$ cat config.mk
export PLATFORM = sky130hd
export DESIGN_NAME = morse_code_decoder
export DESIGN_NICKNAME = d
export VERILOG_FILES = /design/src/hdl/mcd_pkg.sv /design/src/hdl/mcd_step.sv /design/src/hdl/mcd_outbuf.sv /design/src/hdl/morse_code_decoder.sv
export SDC_FILE = /design/constraint.sdc
export NUM_CORES = 1
export LEC_CHECK = 0
export ABC_AREA = 1
export BUFFER_PORTS_ARGS = -buffer_cell sky130_fd_sc_hd__buf_2
export CAP_MARGIN = 20
export CORE_MARGIN = 4
export CORE_UTILIZATION = 40
export CTS_CLUSTER_DIAMETER = 30
export DETAILED_ROUTE_END_ITERATION = 10
export PLACE_DENSITY_LB_ADDON = 0.05
export SLEW_MARGIN = 10
export SYNTH_ARGS = -nofsm -noshare
export SYNTH_HDL_FRONTEND = slang
export SYNTH_SLANG_ARGS = --single-unit
$ cat constraint.sdc
create_clock -name i_clk -period 3.05 [get_ports i_clk]
set_input_delay 0.61 -clock i_clk [delete_from_list [all_inputs] [get_ports i_clk]]
set_output_delay 0.61 -clock i_clk [all_outputs]
set_load 0.05 [all_outputs]
$ cat src/hdl/mcd_pkg.sv
package mcd_pkg;

    // input character codes
    localparam logic [7:0] C_IN_DOT     = 8'h2E;
    localparam logic [7:0] C_IN_DASH    = 8'h2D;
    localparam logic [7:0] C_IN_SPACE   = 8'h20;
    localparam logic [7:0] C_IN_NEWLINE = 8'h0A;

    // output character codes
    localparam logic [6:0] C_OUT_NONE    = 7'h00;
    localparam logic [6:0] C_OUT_SPACE   = 7'h20;
    localparam logic [6:0] C_OUT_NEWLINE = 7'h0A;

    localparam int SYM_BITS_W = 6;
    localparam int SYM_LEN_W  = 3;

    // results of one request, at most two
    typedef struct packed {
        logic [1:0] num;
        logic [6:0] ch0;
        logic [6:0] ch1;
    } t_step_res;

    // code table: length and element pattern (dash = 1, first element highest)
    function automatic logic [6:0] f_lookup(input logic [SYM_LEN_W-1:0]  len,
                                            input logic [SYM_BITS_W-1:0] bits);
        logic [6:0] ch;
        ch = C_OUT_NONE;
        unique case ({len, bits})
            {3'd1, 6'd0}:  ch = 7'h45; // E
            {3'd1, 6'd1}:  ch = 7'h54; // T
            {3'd2, 6'd0}:  ch = 7'h49; // I
            {3'd2, 6'd1}:  ch = 7'h41; // A
            {3'd2, 6'd2}:  ch = 7'h4E; // N
            {3'd2, 6'd3}:  ch = 7'h4D; // M
            {3'd3, 6'd0}:  ch = 7'h53; // S
            {3'd3, 6'd1}:  ch = 7'h55; // U
            {3'd3, 6'd2}:  ch = 7'h52; // R
            {3'd3, 6'd3}:  ch = 7'h57; // W
            {3'd3, 6'd4}:  ch = 7'h44; // D
            {3'd3, 6'd5}:  ch = 7'h4B; // K
            {3'd3, 6'd6}:  ch = 7'h47; // G
            {3'd3, 6'd7}:  ch = 7'h4F; // O
            {3'd4, 6'd0}:  ch = 7'h48; // H
            {3'd4, 6'd1}:  ch = 7'h56; // V
            {3'd4, 6'd2}:  ch = 7'h46; // F
            {3'd4, 6'd4}:  ch = 7'h4C; // L
            {3'd4, 6'd6}:  ch = 7'h50; // P
            {3'd4, 6'd7}:  ch = 7'h4A; // J
            {3'd4, 6'd8}:  ch = 7'h42; // B
            {3'd4, 6'd9}:  ch = 7'h58; // X
            {3'd4, 6'd10}: ch = 7'h43; // C
            {3'd4, 6'd11}: ch = 7'h59; // Y
            {3'd4, 6'd12}: ch = 7'h5A; // Z
            {3'd4, 6'd13}: ch = 7'h51; // Q
            {3'd5, 6'd0}:  ch = 7'h35; // 5
            {3'd5, 6'd1}:  ch = 7'h34; // 4
            {3'd5, 6'd3}:  ch = 7'h33; // 3
            {3'd5, 6'd7}:  ch = 7'h32; // 2
            {3'd5, 6'd8}:  ch = 7'h26; // &
            {3'd5, 6'd10}: ch = 7'h2B; // +
            {3'd5, 6'd15}: ch = 7'h31; // 1
            {3'd5, 6'd16}: ch = 7'h36; // 6
            {3'd5, 6'd17}: ch = 7'h3D; // =
            {3'd5, 6'd18}: ch = 7'h2F; // /
            {3'd5, 6'd22}: ch = 7'h28; // (
            {3'd5, 6'd24}: ch = 7'h37; // 7
            {3'd5, 6'd28}: ch = 7'h38; // 8
            {3'd5, 6'd30}: ch = 7'h39; // 9
            {3'd5, 6'd31}: ch = 7'h30; // 0
            {3'd6, 6'd12}: ch = 7'h3F; // ?
            {3'd6, 6'd13}: ch = 7'h5F; // _
            {3'd6, 6'd18}: ch = 7'h22; // double quote
            {3'd6, 6'd21}: ch = 7'h2E; // full stop
            {3'd6, 6'd26}: ch = 7'h40; // @
            {3'd6, 6'd30}: ch = 7'h27; // apostrophe
            {3'd6, 6'd33}: ch = 7'h2D; // -
            {3'd6, 6'd42}: ch = 7'h3B; // ;
            {3'd6, 6'd43}: ch = 7'h21; // !
            {3'd6, 6'd45}: ch = 7'h29; // )
            {3'd6, 6'd51}: ch = 7'h2C; // comma
            {3'd6, 6'd56}: ch = 7'h3A; // :
            default:       ch = C_OUT_NONE;
        endcase
        return ch;
    endfunction

endpackage

$ cat src/hdl/mcd_step.sv
module mcd_step #(
    parameter int MAX_SYMBOL_LEN = 6
) (
    input  logic                 i_clk,
    input  logic                 i_rst_n,
    input  logic                 i_fire,
    input  logic [7:0]           i_char,
    output mcd_pkg::t_step_res   o_res
);

    localparam logic [1:0] SR_NONE = 2'd0;
    localparam logic [1:0] SR_ONE  = 2'd1;
    localparam logic [1:0] SR_WORD = 2'd2;

    logic [mcd_pkg::SYM_BITS_W-1:0] r_bits, n_bits;
    logic [mcd_pkg::SYM_LEN_W-1:0]  r_len, n_len;
    logic                           r_inv, n_inv;
    logic [1:0]                     r_space, n_space;
    logic                           r_started, n_started;
    logic [6:0]                     sym_ch;

    assign sym_ch = (r_inv || r_len == '0) ? mcd_pkg::C_OUT_NONE
                                            : mcd_pkg::f_lookup(r_len, r_bits);

    always_comb begin
        n_bits    = r_bits;
        n_len     = r_len;
        n_inv     = r_inv;
        n_space   = r_space;
        n_started = r_started;
        o_res     = '0;
        unique case (i_char) inside
            mcd_pkg::C_IN_DOT, mcd_pkg::C_IN_DASH: begin
                if (r_len >= mcd_pkg::SYM_LEN_W'(MAX_SYMBOL_LEN)) begin
                    n_inv = 1'b1;
                end else begin
                    n_bits = {r_bits[mcd_pkg::SYM_BITS_W-2:0], i_char == mcd_pkg::C_IN_DASH};
                    n_len  = r_len + 1'b1;
                end
                n_space = SR_NONE;
            end
            mcd_pkg::C_IN_SPACE: begin
                if (r_space == SR_NONE) begin
                    if (sym_ch != mcd_pkg::C_OUT_NONE) begin
                        o_res.num = 2'd1;
                        o_res.ch0 = sym_ch;
                        n_started = 1'b1;
                    end
                    n_bits  = '0;
                    n_len   = '0;
                    n_inv   = 1'b0;
                    n_space = SR_ONE;
                end else if (r_space == SR_ONE && r_started) begin
                    o_res.num = 2'd1;
                    o_res.ch0 = mcd_pkg::C_OUT_SPACE;
                    n_space   = SR_WORD;
                end
            end
            mcd_pkg::C_IN_NEWLINE: begin
                if (r_space == SR_NONE && sym_ch != mcd_pkg::C_OUT_NONE) begin
                    o_res.num = 2'd2;
                    o_res.ch0 = sym_ch;
                    o_res.ch1 = mcd_pkg::C_OUT_NEWLINE;
                end else begin
                    o_res.num = 2'd1;
                    o_res.ch0 = mcd_pkg::C_OUT_NEWLINE;
                end
                n_bits    = '0;
                n_len     = '0;
                n_inv     = 1'b0;
                n_space   = SR_NONE;
                n_started = 1'b0;
            end
            default: begin
                n_inv   = 1'b1;
                n_space = SR_NONE;
            end
        endcase
    end

    always_ff @(posedge i_clk) begin
        if (!i_rst_n) begin
            r_bits    <= '0;
            r_len     <= '0;
            r_inv     <= 1'b0;
            r_space   <= SR_NONE;
            r_started <= 1'b0;
        end else if (i_fire) begin
            r_bits    <= n_bits;
            r_len     <= n_len;
            r_inv     <= n_inv;
            r_space   <= n_space;
            r_started <= n_started;
        end
    end

endmodule

$ cat src/hdl/mcd_outbuf.sv
module mcd_outbuf (
    input  logic               i_clk,
    input  logic               i_rst_n,
    input  logic               i_load,
    input  mcd_pkg::t_step_res i_res,
    output logic               o_can_load,
    output logic               o_valid,
    input  logic               i_ready,
    output logic [6:0]         o_char,
    output logic               o_last
);

    logic [1:0] r_cnt, n_cnt;
    logic [6:0] r_ch0, n_ch0;
    logic [6:0] r_ch1, n_ch1;
    logic       pop;

    assign pop        = (r_cnt != 2'd0) && i_ready;
    assign o_can_load = (r_cnt == 2'd0) || (r_cnt == 2'd1 && i_ready);
    assign o_valid    = r_cnt != 2'd0;
    assign o_char     = r_ch0;
    // the buffer only ever holds the results of one request
    assign o_last     = r_cnt == 2'd1;

    always_comb begin
        n_cnt = r_cnt;
        n_ch0 = r_ch0;
        n_ch1 = r_ch1;
        if (i_load) begin
            n_cnt = i_res.num;
            n_ch0 = i_res.ch0;
            n_ch1 = i_res.ch1;
        end else if (pop) begin
            n_cnt = r_cnt - 1'b1;
            n_ch0 = r_ch1;
        end
    end

    always_ff @(posedge i_clk) begin
        if (!i_rst_n) begin
            r_cnt <= 2'd0;
        end else begin
            r_cnt <= n_cnt;
        end
    end

    always_ff @(posedge i_clk) begin
        r_ch0 <= n_ch0;
        r_ch1 <= n_ch1;
    end

endmodule

$ cat src/hdl/morse_code_decoder.sv
// morse code decoder: one ascii character per request in, decoded characters out
//
// input channel (i_in_valid / o_in_ready / i_in_char): '.', '-', space, newline;
//   any other byte marks the pending symbol invalid
// output channel (o_out_valid / i_out_ready / o_out_char / o_out_last): one
//   decoded character per transfer; o_out_last flags the final result of an
//   input request (a newline may give two results: a character, then 10)
// a request passes the input register, then decode and table lookup into the
//   result register
// the block takes one request per cycle while each gives at most one result and the
//   receiver is ready; a request giving two results holds the result register until
//   both are taken, which is set by the single output port of the result register
// a request giving no result passes the decode stage without waiting on the
//   output side
// reset (synchronous, active low) clears the symbol, the space count, the
//   message state and both registers' valid flags
// receiver stall: results wait in the result register; requests giving no
//   result still pass, and the first request with a result waits in the input
//   register, which drops o_in_ready
module morse_code_decoder #(
    parameter int MAX_SYMBOL_LEN = 6
) (
    input  logic       i_clk,
    input  logic       i_rst_n,
    input  logic       i_in_valid,
    output logic       o_in_ready,
    input  logic [7:0] i_in_char,
    output logic       o_out_valid,
    input  logic       i_out_ready,
    output logic [6:0] o_out_char,
    output logic       o_out_last
);

    // input register
    logic       r_in_vld;
    logic [7:0] r_in_char;

    mcd_pkg::t_step_res step_res;
    logic               buf_can_load;
    logic               fire;

    // decode stage moves on when its results fit, or when it has none
    assign fire       = r_in_vld && (step_res.num == 2'd0 || buf_can_load);
    assign o_in_ready = !r_in_vld || fire;

    always_ff @(posedge i_clk) begin
        if (!i_rst_n) begin
            r_in_vld <= 1'b0;
        end else if (o_in_ready) begin
            r_in_vld <= i_in_valid;
        end
    end

    always_ff @(posedge i_clk) begin
        if (o_in_ready && i_in_valid) begin
            r_in_char <= i_in_char;
        end
    end

    // symbol state and table lookup
    mcd_step #(
        .MAX_SYMBOL_LEN (MAX_SYMBOL_LEN)
    ) u_step (
        .i_clk   (i_clk),
        .i_rst_n (i_rst_n),
        .i_fire  (fire),
        .i_char  (r_in_char),
        .o_res   (step_res)
    );

    // result register
    mcd_outbuf u_outbuf (
        .i_clk      (i_clk),
        .i_rst_n    (i_rst_n),
        .i_load     (fire && step_res.num != 2'd0),
        .i_res      (step_res),
        .o_can_load (buf_can_load),
        .o_valid    (o_out_valid),
        .i_ready    (i_out_ready),
        .o_char     (o_out_char),
        .o_last     (o_out_last)
    );

endmodule

# ---- Word-level counts from Yosys, hierarchy flattened
# Cells that the tools add are included.
dict set report word_totals {
  in_bits 12
  ff_bits 38
  out_inout_bits 10
  elab_cells 131
}
dict set report classes {
  magnitude_cmp 1
  mux 27
  eq_ne 64
  add_sub_neg 2
  reduce_logical 27
}
# cell count
set op_table {}
lappend op_table {{7-bit case mux with 53 select lines} 1}
lappend op_table {{9-bit equality test, second input constant} 39}
lappend op_table {{9-bit by 8-bit equality test with 1-bit output, second input constant} 12}
lappend op_table {{8-bit by 6-bit equality test with 1-bit output, second input constant} 3}
lappend op_table {{7-bit 2-to-1 mux} 3}
lappend op_table {{9-bit by 7-bit equality test with 1-bit output, second input constant} 2}
lappend op_table {{9-bit 2-to-1 mux} 2}
lappend op_table {{6-bit case mux with 3 select lines} 1}
lappend op_table {{9-bit case mux with 2 select lines} 1}
lappend op_table {{8-bit 2-to-1 mux} 2}
lappend op_table {{6-bit 2-to-1 mux} 2}
lappend op_table {{2-bit 2-to-1 mux} 5}
lappend op_table {{3-bit case mux with 3 select lines} 1}
lappend op_table {{8-bit by 4-bit equality test with 1-bit output, second input constant} 1}
lappend op_table {{4-bit AND reduction} 2}
lappend op_table {{2-bit nonzero test} 4}
lappend op_table {{1-bit logical AND} 7}
lappend op_table {{7-bit nonzero test} 1}
lappend op_table {{2-bit zero test} 3}
lappend op_table {{3-bit 2-to-1 mux} 2}
lappend op_table {{2-bit inequality test, second input constant} 3}
lappend op_table {{2-bit by 1-bit equality test with 1-bit output, second input constant} 2}
lappend op_table {{1-bit logical OR} 4}
lappend op_table {{1-bit 2-to-1 mux} 4}
lappend op_table {{other kinds (14)} 14}

# ---- Longest topological paths before layout
# Gate-level depths: netlist (run 1).
dict set report logic_depth {
  word_depth 12
  depth_mapped 21
  depth_no_buf 20
}

# ---- Hierarchy
# Synthesis (run 1) repeated with hierarchy kept, for this count alone.
dict set report hier_totals {
  hier_cells 450
  hier_area_um2 2897.8
}
# module area_each_um2 cells_per_inst instances seq_area_each_um2
set modules_own_cells {}
lappend modules_own_cells {mcd_step 1895.6 367 1 260.2}
lappend modules_own_cells {mcd_outbuf 669.4 62 1 460.4}
lappend modules_own_cells {morse_code_decoder 332.8 21 1 260.2}

# ---- Least setup slack after synthesis (run 1)
# OpenSTA, ideal clock, no wires.
dict set report synth_timing {
  path_type {register -> output}
  from {register u_step.r_len[0] (netlist name)}
  to {output port o_in_ready}
  t_required_ns 2.440
  stages_incl_launch_ff 16
  arrival_ns 2.104
  path_slack_ns 0.336
  path_buffers 0
  path_cell_list {dfxtp_1 -> inv_1 -> ha_1 -> nand2_1 -> nor3_1 -> nand2_1 -> nand2_1 -> nor2_1 -> nand2_1 -> nor2_1 -> nand2_1 -> nand2_1 -> nand2_1 -> nand2_2 -> nand2_4 -> nand3_1}
}
dict set report synth_via {
  elab_chain_cells 11
  elab_cells_between_ends 67
  classes_between {eq/ne: 53; mux: 6; reduce/logical: 8}
}
# element line
set synth_lines {}
lappend synth_lines {{start, declared} mcd_step.sv:16} ;# logic [mcd_pkg::SYM_LEN_W-1:0] r_len, n_len;
lappend synth_lines {{start signal, assigned} mcd_step.sv:90} ;# r_len <= n_len;
lappend synth_lines {{9-bit equality test (tied with other cells)} mcd_pkg.sv:29} ;# unique case ({len, bits})
lappend synth_lines {{7-bit case mux with 53 select lines or 1-bit logical OR (tied branches)} {mcd_pkg.sv:29, mcd_step.sv:22}}
lappend synth_lines {{7-bit 2-to-1 mux (*)} mcd_step.sv:22} ;# assign sym_ch = (r_inv || r_len == '0) ? mcd_pkg::C_OUT_NONE
lappend synth_lines {{7-bit nonzero test (*)} {mcd_step.sv:44, mcd_step.sv:60}}
lappend synth_lines {{8-bit 2-to-1 mux or 1-bit logical AND (tied branches)} {mcd_step.sv:44, mcd_step.sv:60}}
lappend synth_lines {{9-bit 2-to-1 mux, on equally long branches} {mcd_step.sv:43, mcd_step.sv:60}}
lappend synth_lines {{9-bit case mux with 2 select lines (*)} mcd_step.sv:32} ;# unique case (i_char) inside
lappend synth_lines {{2-bit zero test (*)} morse_code_decoder.sv:43} ;# assign fire = r_in_vld && (step_res.num == 2'd0 || buf_can_load);
lappend synth_lines {{1-bit logical OR (*)} morse_code_decoder.sv:43}
lappend synth_lines {{1-bit logical AND (*)} morse_code_decoder.sv:43}
lappend synth_lines {{1-bit logical OR (*)} morse_code_decoder.sv:44} ;# assign o_in_ready = !r_in_vld || fire;
lappend synth_lines {{end, declared} morse_code_decoder.sv:26} ;# output logic o_in_ready,
# Mark *: on every way between the ends. The rest lies on a longest branch, timed or not.

# ---- Final worst setup path (run 1)
dict set report layout_timing {
  from {register u_step.r_bits[0] (netlist name)}
  to {output port o_in_ready}
}
dict set report layout_via {
  elab_chain_cells 11
  elab_cells_between_ends 65
  classes_between {eq/ne: 53; mux: 6; reduce/logical: 6}
}
# element line
set layout_lines {}
lappend layout_lines {{start, declared} mcd_step.sv:15} ;# logic [mcd_pkg::SYM_BITS_W-1:0] r_bits, n_bits;
lappend layout_lines {{start signal, assigned} mcd_step.sv:89} ;# r_bits <= n_bits;
lappend layout_lines {{9-bit equality test (tied with other cells)} mcd_pkg.sv:29}
lappend layout_lines {{7-bit case mux with 53 select lines (*)} mcd_pkg.sv:29}
lappend layout_lines {{7-bit 2-to-1 mux (*)} mcd_step.sv:22}
lappend layout_lines {{7-bit nonzero test (*)} {mcd_step.sv:44, mcd_step.sv:60}}
lappend layout_lines {{8-bit 2-to-1 mux or 1-bit logical AND (tied branches)} {mcd_step.sv:44, mcd_step.sv:60}}
lappend layout_lines {{9-bit 2-to-1 mux, on equally long branches} {mcd_step.sv:43, mcd_step.sv:60}}
lappend layout_lines {{9-bit case mux with 2 select lines (*)} mcd_step.sv:32}
lappend layout_lines {{2-bit zero test (*)} morse_code_decoder.sv:43}
lappend layout_lines {{1-bit logical OR (*)} morse_code_decoder.sv:43}
lappend layout_lines {{1-bit logical AND (*)} morse_code_decoder.sv:43}
lappend layout_lines {{1-bit logical OR (*)} morse_code_decoder.sv:44}
# Marked as above.

==> impl_metrics.py, run 1 <==
metrics = {
    "worst_setup_path": {
        "r2r_cells": 20,
        "reg2reg_from": "u_step.r_len[1]",
        "timing.rr.end": "u_outbuf.r_cnt[0]",
        "crit_path_start_kind": "flip-flop",
        "worstPathRequired_ps": 2440,
        "path_class": "flip-flop to output port",
        "critPathMaxFanout": 8,
        "reg2reg_slack_ps": 340,
        "cp-end-kind": "output port",
        "crit_arrival_ps": 2370,
    },
    "logic_synthesis": {
        "async_flop_share": 0,
        "synth-simple-area-share": 0.431,
        "yosys-top-cells-area": "edfxtp_1 (18%), nand2_1 (14%), dfxtp_1 (12%)",
        "yosys_warnings": 0,
        "syn_area_um2": 2610,
        "ys_seq_area_frac": 0.307,
        "synth_cell_types": 39,
        "synth.top_cell.area_share": 0.184,
        "synth_flop_cell": "edfxtp_1",
        "avgSynthCellArea_um2": 6.47,
        "synth_top_family_by_area": "simple AND/OR/NAND/NOR gates",
        "synth_fa_ha_area_frac": 0.0288,
        "synth-xor-area-share": 0.00336,
        "synth_edf_count": 16,
        "syn_nets": 421,
        "yosysTopAreaCell": "edfxtp_1",
        "ys_top_cells_by_count": "nand2_1 (96), nor2_1 (73), inv_1 (43)",
        "syn_inst": 403,
        "yosysMostFrequentCell": "nand2_1",
        "ys_ff_latch": 32,
        "synth_mux_area_frac": 0,
        "synth_compound_area_frac": 0.129,
    },
    "cts": {
        "worstSkewPairLatency_ps": 290,
        "root_buffer": "clkbuf_8",
        "cts_sinks": 32,
        "htree_levels": 2,
        "clkTransAtPathRegs_ps": 70,
        "cts_made_buffers": 5,
        "cts_tree": "done",
        "cts.path.max_buffers": 2,
    },
    "floorplanning": {
        "rows": 29,
        "initial_utilization": 0.411,
        "io_pins": 22,
        "die_area_um2": 7880,
        "core_um2": 6350,
        "die_w_um": 88.8,
        "die_y_um": 88.8,
    },
    "final_layout": {
        "diodes": 0,
        "stdcell_area_um2": 3270,
        "nets": 470,
        "drive_gt1_frac": 0.274,
        "n_fill_cell": 646,
        "syn2layout_area_growth_pct": 25.2,
    },
    "timing": {
        "finalCritPeriodShare": 0.977,
        "hold_viol": 0,
        "slew_headroom": 0.485,
        "fin_crit_ps": 2980,
        "rsz0062_at_grt": "yes",
        "drv_slew": 0,
        "setup_viol": 0,
        "setup_slack_ps": 71.1,
        "fin_skew_ps": 9.43,
        "clock.fmax_mhz": 336,
        "tightest_slew_ps": 766,
    },
    "global_route": {
        "busiest_layer": "met2",
        "grt_pass1_wl_um": 13200,
        "grt_remaining_overflow": 0,
        "grt_use_total": 0.221,
        "grtUsageMet2": 0.331,
        "antenna_found_initial": 0,
        "grt_pass1_vias": 2767,
        "grt_max_degree": 17,
        "gr-usage-met1": 0.287,
        "grt_use_met3": 0.0698,
    },
    "hold_path": {
        "worstHoldStart": "u_step.r_inv",
        "hold_path.class": "flip-flop to flip-flop",
        "holdPathStages": 2,
        "min_to": "u_step.r_inv",
    },
    "placement": {
        "pre_cts_slack_ps": -43.2,
        "port_buffers": 21,
        "placed_cell_area_um2": 2880,
        "place.gp.congestion": 1.05,
        "dp_hpwl_um": 6570,
    },
    "pwr": {
        "p_per_area_nw_per_um2": 314,
        "p_leak_nw": 1.56,
        "vdd_ir_drop_max_v": 0.000230,
    },
    "routing": {
        "drtAntennaViolNets": 0,
        "dr.pass1.iters": 6,
        "detail_route.iter0.violations": 301,
        "wl_per_cell_um": 15.9,
        "vias": 2975,
        "routed_wl_um": 8440,
        "viasPerCell": 5.61,
        "drc": 0,
    },
    "outcome": {
        "run_status": "finished clean",
    },
    "flow_run": {
        "cap_viol_max_count": 0,
    },
}
[cells in the final DEF (no fill, tap or decap), types with 2 or more instances in the layout]
cell and n:
nor4_1 5, o21bai_1 2, inv_1 40, a21oi_2 2, buf_4 27, nand2_1 89
clkbuf_8 6, nand2_2 13, nor3_1 9, dfxtp_2 5, inv_2 8, nand3_4 3
nor2_4 2, buf_2 20, a31oi_1 3, nor2_2 14, nand3_1 32, nand4_1 8
o21ai_1 8, nor3_4 2, nor2_1 61, dfxtp_1 9, ha_4 3, a21oi_1 21
buf_6 2, o21ai_2 3, edfxtp_1 16, o21ai_0 11, ha_1 3, nand3_2 4
dfxtp_4 2
[state kept, by name, indices dropped and copies added (netlist names)]
register / count
u_step.r_len: 3
u_step.r_inv: 1
u_step.r_space: 2
r_in_vld: 1
r_in_char: 8
u_step.r_started: 1
u_outbuf.o_char: 7
u_outbuf.r_cnt: 2
u_outbuf.r_ch1: 1
u_step.r_bits: 6
[what timing repair did]
| item | in CTS | in global routing |
|---|---|---|
| buffers inserted | 1 | 9 |
| hold buffers | 0 | 0 |
| pin swaps | 1 | 11 |
| gates resized for setup | 15 | 42 |
| endpoints found under the setup margin | 1 | 1 |
[layout make-up]
type                       instances  area (um^2)  area share
clock buffer                       6         82.6      0.0253
clock inverter                     2         33.8      0.0103
inverter                          50          196      0.0601
multi-input combinational        313         1700       0.521
sequential                        32          815       0.249
tap                               77         96.3      0.0295
timing repair buffer              50          340       0.104
[through the flow]
step	instances	total power, mW	utilization	hold slack (ps)	setup TNS, ps
final	530	1.03	0.514	458	0
after global routing	530	1.07	0.514	480	-99.2
after CTS	521	1.03	0.483	461	0
after detailed placement	512	0.601	0.453	449	-43.2
after global placement	512	0.599	0.453	440	-129
after floorplan	403	0.571	-	425	0
[cells by family after synthesis]
| family | Yosys count |
|---|---|
| buf+inv | 58 |
| xor+xnor | 1 |
| simple gates | 248 |
| compound gates | 58 |
| flops | 32 |
| fa+ha+maj | 6 |
[worst max-delay path, cell delays in order, from the launching register on]
cell	delay, ps
dfxtp_2	370
inv_2	110
nand2_1	100
buf_4	160
nor2_1	340
o21ai_2	140
nand2_1	90
nor2_1	40
nand2_1	60
nor2_2	40
nand2_1	70
nand2_1	60
nand2_1	60
nand2_2	70
nand2_4	100
nand3_4	80
buf_8	170
[routing by layer]
| layer | up-vias | wire, um |
|---|---|---|
| met5 | - | 0 |
| met4 | 0 | 327 |
| met3 | 45 | 708 |
| met2 | 145 | 3700 |
| met1 | 1346 | 3710 |
| li1 | 1439 | - |
[power by group]
group	leakage (nW)	total, mW	switching (mW)	internal [mW]
Combinational	1.21	0.113	0.0828	0.0307
Clock	0.0588	0.433	0.170	0.263
Sequential	0.291	0.481	0.0106	0.470
Total	1.56	1.03	0.263	0.764
[worst max-delay path by stage]
| stage | start | end | slack [ps] | cells past startpoint |
|---|---|---|---|---|
| floorplan | u_step.r_len[0] | o_in_ready | 340 | 15 |
| global placement | u_step.r_len[0] | o_in_ready | -130 | 16 |
| finish | u_step.r_bits[0] | o_in_ready | 70 | 16 |
| detailed placement | u_step.r_len[0] | o_in_ready | -40 | 16 |
| global route | u_step.r_len[1] | o_in_ready | -100 | 17 |
| CTS | u_step.r_len[0] | o_in_ready | 0.6 | 16 |
Power figures use the tool's default switching activity.
==> run 2: changes to the inputs <==
--- a/config.mk
+++ b/config.mk
@@ -16,4 +16,5 @@
 export SLEW_MARGIN = 10
 export SYNTH_ARGS = -nofsm -noshare
 export SYNTH_HDL_FRONTEND = slang
+export SYNTH_HIERARCHICAL = 1
 export SYNTH_SLANG_ARGS = --single-unit
==> run 2 against run 1 <==
Cell count increased by 31%. The run now ends with negative setup slack left. Die area up 10%. Critical endpoint unchanged. Synthesized area grew 11%. Routed wire length grew 19%. Largest cell class unchanged. Register-to-register slack got worse by 370 ps.
==> impl_metrics.py, run 2 <==
metrics = {
    "outcome": {
        "run_status": "complete, but fails checks",
        "violations": "negative setup slack",
    },
    "cts": {
        "cts_made_buffers": 5,
        "htree_levels": 2,
        "root_buffer": "clkbuf_8",
        "cts_tree": "done",
        "cts_sinks": 38,
        "cts.path.max_buffers": 2,
        "cts_hold_buf": 0,
        "worstSkewPairLatency_ps": 290,
        "clkTransAtPathRegs_ps": 80,
    },
    "worst_setup_path": {
        "critPathMaxFanout": 3,
        "path_class": "flip-flop to output port",
        "crit_arrival_ps": 2620,
        "reg2reg_slack_ps": -30,
        "cp-end-kind": "output port",
        "reg2reg_from": "u_step/r_len[1]",
        "crit_path_start_kind": "flip-flop",
        "worstPathRequired_ps": 2440,
        "r2r_cells": 24,
        "timing.rr.end": "u_step/r_len[2]",
    },
    "floorplanning": {
        "die_w_um": 93.1,
        "core_um2": 6910,
        "io_pins": 22,
        "die_y_um": 93.1,
        "initial_utilization": 0.420,
        "rows": 30,
        "die_area_um2": 8670,
    },
    "logic_synthesis": {
        "synth_cell_types": 38,
        "async_flop_share": 0,
        "yosysTopAreaCell": "edfxtp_1",
        "synth_flop_cell": "edfxtp_1",
        "yosys_warnings": 6,
        "synth_edf_count": 22,
        "ys_ff_latch": 38,
        "avgSynthCellArea_um2": 6.44,
        "ys_top_cells_by_count": "nand2_1 (128), nor2_1 (79), inv_1 (56)",
        "syn_area_um2": 2900,
        "ys_seq_area_frac": 0.339,
        "yosys-top-cells-area": "edfxtp_1 (23%), nand2_1 (17%), dfxtp_1 (11%)",
        "synth.top_cell.area_share": 0.228,
        "syn_inst": 450,
        "yosysMostFrequentCell": "nand2_1",
    },
    "routing": {
        "detail_route.iter0.violations": 147,
        "wl_per_cell_um": 14.5,
        "drtAntennaViolNets": 0,
        "dr.pass1.iters": 6,
        "viasPerCell": 5.02,
        "vias": 3479,
        "routed_wl_um": 10000,
        "drc": 0,
    },
    "timing": {
        "fin_crit_ps": 3230,
        "finalCritPeriodShare": 1.06,
        "setup_slack_ps": -184,
        "hold_viol": 0,
        "slew_headroom": 0.651,
        "clock.fmax_mhz": 309,
        "drv_slew": 0,
        "finalSetupTns_ps": -240,
        "fin_skew_ps": 10.7,
        "rsz0062_at_grt": "yes",
        "holdWs_ps": 483,
        "setup_viol": 5,
        "tightest_slew_ps": 518,
    },
    "placement": {
        "dp_hpwl_um": 7560,
        "place.gp.congestion": 0.948,
        "port_buffers": 21,
    },
    "final_layout": {
        "drive_gt1_frac": 0.472,
        "regMostFlops": "r_in_char",
        "final_core_util": 0.671,
        "syn2layout_area_growth_pct": 59.9,
        "largest_reg_flops": 8,
        "mostFrequentLayoutCell": "buf_4",
        "diodes": 0,
        "nets": 614,
        "final_cell_mix": "buf_4 (110), nand2_1 (101), nor2_1 (52), inv_1 (40), nand2_2 (23)",
    },
    "global_route": {
        "grt_max_degree": 15,
        "grt_remaining_overflow": 0,
        "grt_pass1_wl_um": 15300,
        "grt_pass1_vias": 3197,
        "grt_use_total": 0.221,
        "antenna_found_initial": 0,
    },
    "hold_path": {
        "worstHoldStart": "u_step/r_space[0]",
        "hold_path.class": "flip-flop to flip-flop",
        "min_to": "u_step/r_space[0]",
        "holdPathStages": 2,
    },
    "pwr": {
        "vdd_ir_drop_max_v": 0.000268,
        "report.power.total_mw": 1.10,
        "p_leak_nw": 2.19,
        "p_per_area_nw_per_um2": 238,
    },
    "flow_run": {
        "cap_viol_max_count": 0,
    },
}
run 2: where the power goes:
part / switching [mW] / internal (mW)
registers: 0.00855 / 0.555
clock network: 0.177 / 0.241
logic: 0.0839 / 0.0366
total: 0.270 / 0.833
run 2: what timing repair did:
item,CTS,global route
buffers inserted,20,14
gates cloned,0,1
endpoints found under the setup margin,31,45
resized for setup,57,107
endpoints found under the hold margin,0,0
pin swaps,17,31
run 2: layer usage:
metal	vias to the layer above	GRT usage	routed length [um]
li1	1746	-	-
met1	1606	0.306	4570
met2	103	0.355	4730
met3	24	0.0330	485
met4	0	0.0696	255
met5	-	0	0
run 2: worst max-delay path by stage:
stage	start	endpoint	slack, ps
2_1_floorplan	u_step/r_len[1]	u_outbuf/o_char[0]	3
3_3_place_gp	u_step/r_len[1]	u_step/r_bits[1]	-140
3_5_place_dp	u_step/r_len[1]	u_step/r_bits[2]	-290
4_1_cts	u_step/r_len[1]	o_in_ready	-180
5_1_grt	u_step/r_len[1]	o_in_ready	-350
6_report	u_step/r_len[1]	o_in_ready	-180
run 2: critical path, cell delays in order, from the launching register on:
cell and delay (ps):
dfxtp_4 370, inv_4 80, ha_4 170, nand2_4 60
buf_4 130, nor2_1 140, nand3_2 140, nand4_1 150
nor2_2 60, nand2_2 90, o21bai_4 90, nor2_4 120
inv_2 60, buf_6 110, nor3_4 120, inv_2 50
nand2_2 70, buf_6 100, nand3_4 60, buf_8 160
run 2: kinds of logic after synthesis:
| logic type | count (synthesis) | share of synthesized area |
|---|---|---|
| and+or+nand+nor | 274 | 0.403 |
| buffers and inverters | 72 | 0.106 |
| adders and majority gates | 6 | 0.0259 |
| DFF | 38 | 0.339 |
| AOI/OAI and AO/OA | 59 | 0.125 |
| other | 1 | 0.00129 |
run 2: final cells by class:
cell class,instances,area [um^2]
clock inverters,3,40.0
fillers,649,2270
multi-input cells,344,2040
flip-flops and latches,38,1000
inverters,61,245
repair buffers,146,1110
well taps,96,120
clock buffers,5,68.8
run 2: per-stage QoR:
stage,std cells,setup slack (ps),instance area (um^2)
after floorplan,454,2.64,2910
after global placement,658,-138,3790
after global routing,693,-346,4630
after CTS,682,-181,4200
final,693,-184,4630
after detailed placement,658,-286,3790
